<file path="src/mailbox_pool_fifo_engine_core_assert.svh">
// ----------------------------------------------------------------------------
// Mailbox pool engine assertion macros
// Shared concurrent assertion forms, clocked on clk and disabled in reset.
// ----------------------------------------------------------------------------
`ifndef MAILBOX_POOL_FIFO_ENGINE_CORE_ASSERT_SVH
`define MAILBOX_POOL_FIFO_ENGINE_CORE_ASSERT_SVH

// Same-cycle implication.
`define MPFE_ASSERT_NOW(label, ante, cons, msg) \
    label: assert property (@(posedge clk) disable iff (!rst_n) (ante) |-> (cons)) \
        else $error(msg);

// Next-cycle implication.
`define MPFE_ASSERT_NEXT(label, ante, cons, msg) \
    label: assert property (@(posedge clk) disable iff (!rst_n) (ante) |=> (cons)) \
        else $error(msg);

`endif

</file>
<file path="src/mpfe_box_table.sv">
// ----------------------------------------------------------------------------
// Mailbox table
// One entry per mailbox: free-list link, write slot, read slot and fill
// count, in a synchronous memory. Entries never written read as reset values.
// ----------------------------------------------------------------------------
module mpfe_box_table #(
    parameter int NUM_BOXES = 32,
    parameter int BOX_DEPTH = 8
) (
    input  logic                                                  clk,
    input  logic                                                  rst_n,
    input  logic                                                  rd_en,
    input  logic [$clog2(NUM_BOXES)-1:0]                          rd_addr,
    output logic [$clog2(NUM_BOXES+1)-1:0]                        rd_link,
    output logic [((BOX_DEPTH > 1) ? $clog2(BOX_DEPTH) : 1)-1:0]  rd_wslot,
    output logic [((BOX_DEPTH > 1) ? $clog2(BOX_DEPTH) : 1)-1:0]  rd_rslot,
    output logic [$clog2(BOX_DEPTH+1)-1:0]                        rd_count,
    input  logic                                                  wr_en,
    input  logic [$clog2(NUM_BOXES)-1:0]                          wr_addr,
    input  logic [$clog2(NUM_BOXES+1)-1:0]                        wr_link,
    input  logic [((BOX_DEPTH > 1) ? $clog2(BOX_DEPTH) : 1)-1:0]  wr_wslot,
    input  logic [((BOX_DEPTH > 1) ? $clog2(BOX_DEPTH) : 1)-1:0]  wr_rslot,
    input  logic [$clog2(BOX_DEPTH+1)-1:0]                        wr_count
);

    localparam int BOX_IW = $clog2(NUM_BOXES);
    localparam int LINK_W = $clog2(NUM_BOXES + 1);
    localparam int SLOT_W = (BOX_DEPTH > 1) ? $clog2(BOX_DEPTH) : 1;
    localparam int CNT_W  = $clog2(BOX_DEPTH + 1);

    typedef struct packed {
        logic [LINK_W-1:0] link;
        logic [SLOT_W-1:0] wslot;
        logic [SLOT_W-1:0] rslot;
        logic [CNT_W-1:0]  count;
    } entry_t;

    entry_t                 mem [NUM_BOXES];
    entry_t                 rd_data_reg;
    logic [BOX_IW-1:0]      rd_addr_reg;
    logic                   rd_valid_reg;
    logic [NUM_BOXES-1:0]   valid_reg;

    always_ff @(posedge clk)
    begin
        if (wr_en)
        begin
            mem[wr_addr] <= '{link: wr_link, wslot: wr_wslot, rslot: wr_rslot,
                              count: wr_count};
        end
        if (rd_en)
        begin
            rd_data_reg <= mem[rd_addr];
            rd_addr_reg <= rd_addr;
        end
    end

    always_ff @(posedge clk or negedge rst_n)
    begin
        if (!rst_n)
        begin
            valid_reg    <= '0;
            rd_valid_reg <= 1'b0;
        end
        else
        begin
            if (wr_en)
            begin
                valid_reg[wr_addr] <= 1'b1;
            end
            if (rd_en)
            begin
                rd_valid_reg <= valid_reg[rd_addr];
            end
        end
    end

    // An unwritten entry holds the reset link to the next lower mailbox.
    always_comb
    begin
        if (rd_valid_reg)
        begin
            rd_link  = rd_data_reg.link;
            rd_wslot = rd_data_reg.wslot;
            rd_rslot = rd_data_reg.rslot;
            rd_count = rd_data_reg.count;
        end
        else
        begin
            rd_link  = (rd_addr_reg == '0) ? LINK_W'(NUM_BOXES)
                                           : LINK_W'(rd_addr_reg) - LINK_W'(1);
            rd_wslot = '0;
            rd_rslot = '0;
            rd_count = '0;
        end
    end

endmodule

</file>
<file path="config.mk">
export PLATFORM = sky130hd
export DESIGN_NAME = mpfe_box_table
export DESIGN_NICKNAME = d
export VERILOG_FILES = /design/src/mailbox_pool_fifo_engine_core_assert.svh /design/src/mpfe_box_table.sv
export SDC_FILE = /design/constraint.sdc
export NUM_CORES = 1
export LEC_CHECK = 0
export ABC_AREA = 1
export BUFFER_PORTS_ARGS = -buffer_cell sky130_fd_sc_hd__buf_2
export CORE_ASPECT_RATIO = 0.6
export CORE_MARGIN = 2
export CORE_UTILIZATION = 38
export DETAILED_ROUTE_END_ITERATION = 12
export PLACE_DENSITY_LB_ADDON = 0.1
export SLEW_MARGIN = 10
export SYNTH_ARGS = -nofsm -noshare
export SYNTH_HDL_FRONTEND = slang
export SYNTH_SLANG_ARGS = --single-unit
</file>
<file path="constraint.sdc">
create_clock -name clk -period 1.3 [get_ports clk]
set_input_delay 0.065 -clock clk [delete_from_list [all_inputs] [get_ports clk]]
set_output_delay 0.065 -clock clk [all_outputs]
set_load 0.03 [all_outputs]
</file>
* Word level (Yosys, flattened, before mapping)
Memory sizes are Yosys's and may differ from the RTL's. A register that Yosys moved wholly into a read port is not among the register bits.
Index checks and enable logic that the tools add are counted.
** Storage, ports and cells
- Bits in writable memories :: 512
- Input bits :: 30
- Output and inout bits :: 16
- Register bits :: 38
- Memories :: 1
** Operators by class
- Order comparisons :: 3
- Bitwise gates (word level) :: 1
- Reduce and logical (&&, ||, !) cells :: 2
- Muxes and demuxes :: 11
- Add/sub/neg operators :: 1
** Memory list
- mem :: words 32, width 16, read ports 1, clocked after Yosys merged registers in 1, wr ports 1, RTL line mpfe_box_table.sv:38 : entry_t mem [NUM_BOXES];
** Operator list (number)
- 32-bit bitwise OR :: 1
- 5-bit by 6-bit < comparator with 1-bit output, second input constant :: 2
- 6-bit two-way mux :: 2
- 3-bit two-way mux :: 2
- 5-bit by 1-bit subtractor with 6-bit output, second input constant :: 1
- 1-bit binary-select mux with 5-bit select :: 1
- 1-bit demux with 5-bit select :: 1
- 5-bit by 1-bit >= comparator with 1-bit output, second input constant :: 1
- 5-bit zero test :: 1
- 1-bit two-way mux :: 4
- 4-bit two-way mux :: 1
- 1-bit logical AND :: 1

* Logic depth before layout (Yosys ltp)
- Depth in word-level cells :: 5
- Depth in mapped cells :: 11

* Least setup slack after synthesis
Ideal clock, no wire load.
- Path kind :: register -> output
- Start point :: register rd_addr_reg[0]
- End point :: output port rd_link[4]
- Path slack :: -0.274 ns
- Cell stages (with the launch flop) :: 6
- Data arrival time :: 1.509 ns
- Required time :: 1.235 ns
- Cell sequence :: edfxtp_1 inv_1 ha_1 nand2_1 xor2_1 o21ai_0
** Between the ends
- Cells in the longest elaborated chain, start to end :: 3
- Elaborated cells between the ends (all ways) :: 4
** RTL lines
- start, declared :: RTL line mpfe_box_table.sv:40 : logic [BOX_IW-1:0] rd_addr_reg;
- start signal, assigned :: RTL line mpfe_box_table.sv:54 : rd_addr_reg <= rd_addr;
- 5-bit by 1-bit subtractor with 6-bit output / 5-bit zero test (equally long branches) :: RTL line mpfe_box_table.sv:91, mpfe_box_table.sv:90
- 6-bit two-way mux * :: RTL line mpfe_box_table.sv:90 : rd_link = (rd_addr_reg == '0) ? LINK_W'(NUM_BOXES)
- 6-bit two-way mux * :: RTL line mpfe_box_table.sv:81 : if (rd_valid_reg)
- end, declared :: RTL line mpfe_box_table.sv:14 : output logic [$clog2(NUM_BOXES+1)-1:0] rd_link,
Every way passes the cells marked *; elsewhere a longest branch is shown, timed or not.

* Worst setup path after layout
- Start point :: register rd_addr_reg[0]
- End point :: output port rd_link[5]
The elaborated chain is that of the path after synthesis.

==> impl_metrics.tcl <==
set metrics [dict create \
    status "finished, violations left" \
    violated_checks "setup timing" \
    slew_headroom 0.410 \
    grt_first_pass_wirelength_um 99700 \
    postPlaceCellArea_um2 25900 \
    die_w_um 321 \
    port_buffers 45 \
    drt_iter0_markers 1707 \
    netlist_instances 1924 \
    syn_area_um2 22900 \
    peak_supply_drop_mv 0.900 \
    layout_cells_excl_fill 2948 \
    report.final.slew_viol_count 0 \
    mostFrequentLayoutCell "sky130_fd_sc_hd__nand2_1" \
    worst-slew-pin-transition_ps 882 \
    start_util 0.385 \
    antenna-diode-count 0 \
    via_count_of_the_first_global_routing_pass 15100 \
    leakage_nw 10.5 \
    detailroute.via_count 15400 \
    detail_route.wirelength_um 66100 \
    dp_hpwl_um 41700 \
    clock_sinks 566 \
    core_area_um2 59300 \
    endpoint_kind "primary output" \
    clock_tree.buffer_depth 3 \
    post-route-drc-count 0 \
    grt_setup_unrepaired "true" \
    floorplan.rows 69 \
    critical_path.n_buffers_inverters 2 \
    setup_ws_ps -684 \
    maxCapViolations 0 \
    num_io_pins 46 \
    finalClockSkew_ps 21.1 \
    timing_worst_setup_path_type "flip-flop to primary output" \
    grt_max_degree 43 \
    fmaxAchievable_mhz 504 \
    setup_viol 20 \
    filler_cell_count 5333 \
    cp_cell_sequence "inv_2, ha_1, nand2_1, o21ai_2, o22a_2, buf_6" \
    totalPowerFinal_w 0.0400 \
    worst_path_dominant_cell_family "compound AO/OA/AOI/OAI gates" \
    synth_nets 1956 \
    gp_congestion 0.823 \
    final_min_period_over_clock_period 1.53 \
    final_cell_mix "sky130_fd_sc_hd__nand2_1 (583), sky130_fd_sc_hd__edfxtp_1 (533), sky130_fd_sc_hd__nand3_1 (321), sky130_fd_sc_hd__buf_4 (126), sky130_fd_sc_hd__buf_12 (71)" \
    clock_tree.htree_level_count 2 \
    synth.avg_cell_area_um2 11.9 \
    synth-warning-count 0 \
    nets 2155 \
    dieArea_um2 62200 \
    cts-buffers-inserted 53 \
    clock-root-buffer "sky130_fd_sc_hd__clkbuf_16" \
    worst_skew_pair.late_latency_ps 600 \
    proportion_of_layout_cells_with_a_drive_suffix_above_1 0.239 \
    total_negative_slack_ps -7120 \
    hold_slack_ps 34.2 \
    place_inst 2831 \
    slowest_delay_ps 410 \
    die_height_um 194 \
    final_period_minus_worst_setup_slack_ps 1980 \
    final_design_area_no_fill_um2 28400 \
    groute.usage.overall 0.214 \
    synth-seq-area-share 0.736 \
    number_of_flip_flops_under_the_largest_register_name 512 \
    setup.worst_path.start_class "flip-flop" \
    crit_path_required_time_ps 1240 \
    detailedRoute.firstPassIterationCount 7 \
    timing_hold_violations_final 0 \
    synthesized_flop_and_latch_total 566 \
    area_growth_pct 24.4 \
    slowest_stage "sky130_fd_sc_hd__edfxtp_1" \
    overflow 0 \
    antenna_left 0 \
    antenna_found_initial 3 \
    cp_data_arrival_time_ps 1920 \
    worst_hold_path_type "primary input to flip-flop" \
    critical_path.max_fanout 3 \
    path_clk_slew_ps 60 \
    netlist-cell-type-count 23 \
    vias_per_cell 5.21 \
    p_per_area_nw_per_um2 1410 \
    cts_tree "yes" \
    routedWlPerCell_um 22.4 \
]
## per-layer routing
layer,wire length [um],vias to the layer above,track usage
met5,35,-,0
met4,1130,6,0.0412
met3,3750,88,0.0361
met2,27600,443,0.308
met1,33500,7652,0.341
li1,-,7180,-
## cell families (layout without fill, tap and decap cells)
kind of cell,count (synthesis),in the layout,synth area share
xor+xnor,3,3,0.00115
buf+inv,140,383,0.0305
compound gates,119,119,0.0280
fa+ha+maj,2,2,0.00109
simple gates,1094,1094,0.203
flops,566,566,0.736
## final cells by class
cell class | instances | area [um^2] | share of cell area
inverters | 22 | 93.8 | 0.00330
well taps | 781 | 977 | 0.0344
repair buffers | 262 | 2910 | 0.102
flip-flops and latches | 566 | 16800 | 0.592
clock inverters | 19 | 169 | 0.00594
multi-input cells | 1218 | 5920 | 0.208
clock buffers | 80 | 1540 | 0.0542
## final timing paths
kind,start,end,slack (ps),cells after the start
max reg2reg,mem[26][1],rd_data_reg[1],-20,9
min,wr_link[4],mem[14][14],30,1
max,rd_addr_reg[0],rd_link[5],-680,6
min reg2reg,valid_reg[5],valid_reg[5],470,1
min in group asynchronous,rst_n,valid_reg[13],560,4
max in group asynchronous,rst_n,valid_reg[30],70,3
## per-stage QoR
stage | utilization | setup slack [ps]
6_report | 0.480 | -684
5_1_grt | 0.480 | -766
4_1_cts | 0.472 | -697
3_5_place_dp | 0.437 | -583
3_3_place_gp | 0.437 | -607
2_1_floorplan | - | -168
## where the power goes
| part | internal [W] | leakage, nW | switching (W) |
|---|---|---|---|
| logic | 0.00149 | 4.45 | 0.00230 |
| registers | 0.0204 | 5.19 | 0.000231 |
| clock network | 0.00878 | 0.845 | 0.00676 |
## timing repair
action / 4_1_cts / 5_1_grt
endpoints found under the hold margin: 331 / 16
pin swaps: 21 / 73
setup buffers: 0 / 3
gates cloned: 0 / 0
endpoints found under the setup margin: 31 / 48
resized for setup: 64 / 115
hold buffers: 17 / 1
## cells in the mapped netlist
| library cell | count | area, um^2 |
|---|---|---|
| sky130_fd_sc_hd__dfrtp_1 | 33 | 826 |
| sky130_fd_sc_hd__o21ai_0 | 22 | 110 |
| sky130_fd_sc_hd__nand3_1 | 358 | 1790 |
| sky130_fd_sc_hd__o31ai_1 | 16 | 120 |
| sky130_fd_sc_hd__buf_1 | 7 | 26.3 |
| sky130_fd_sc_hd__buf_6 | 4 | 45.0 |
| sky130_fd_sc_hd__o22a_1 | 1 | 8.76 |
| sky130_fd_sc_hd__nor2_1 | 82 | 308 |
| sky130_fd_sc_hd__ha_1 | 2 | 25.0 |
| sky130_fd_sc_hd__inv_2 | 1 | 3.75 |
| sky130_fd_sc_hd__xor2_1 | 2 | 17.5 |
| sky130_fd_sc_hd__edfxtp_1 | 533 | 16000 |
| sky130_fd_sc_hd__or2_2 | 33 | 206 |
| sky130_fd_sc_hd__inv_1 | 21 | 78.8 |
| sky130_fd_sc_hd__buf_4 | 17 | 128 |
| sky130_fd_sc_hd__nor3_1 | 1 | 5.00 |
| sky130_fd_sc_hd__nand2_1 | 619 | 2320 |
| sky130_fd_sc_hd__buf_2 | 54 | 270 |
| sky130_fd_sc_hd__xnor2_1 | 1 | 8.76 |
| sky130_fd_sc_hd__a21oi_1 | 80 | 400 |
| sky130_fd_sc_hd__buf_8 | 1 | 15.0 |
| sky130_fd_sc_hd__nand3b_1 | 1 | 7.51 |
| sky130_fd_sc_hd__clkbuf_1 | 35 | 131 |
(Power assumes the default switching activity.)
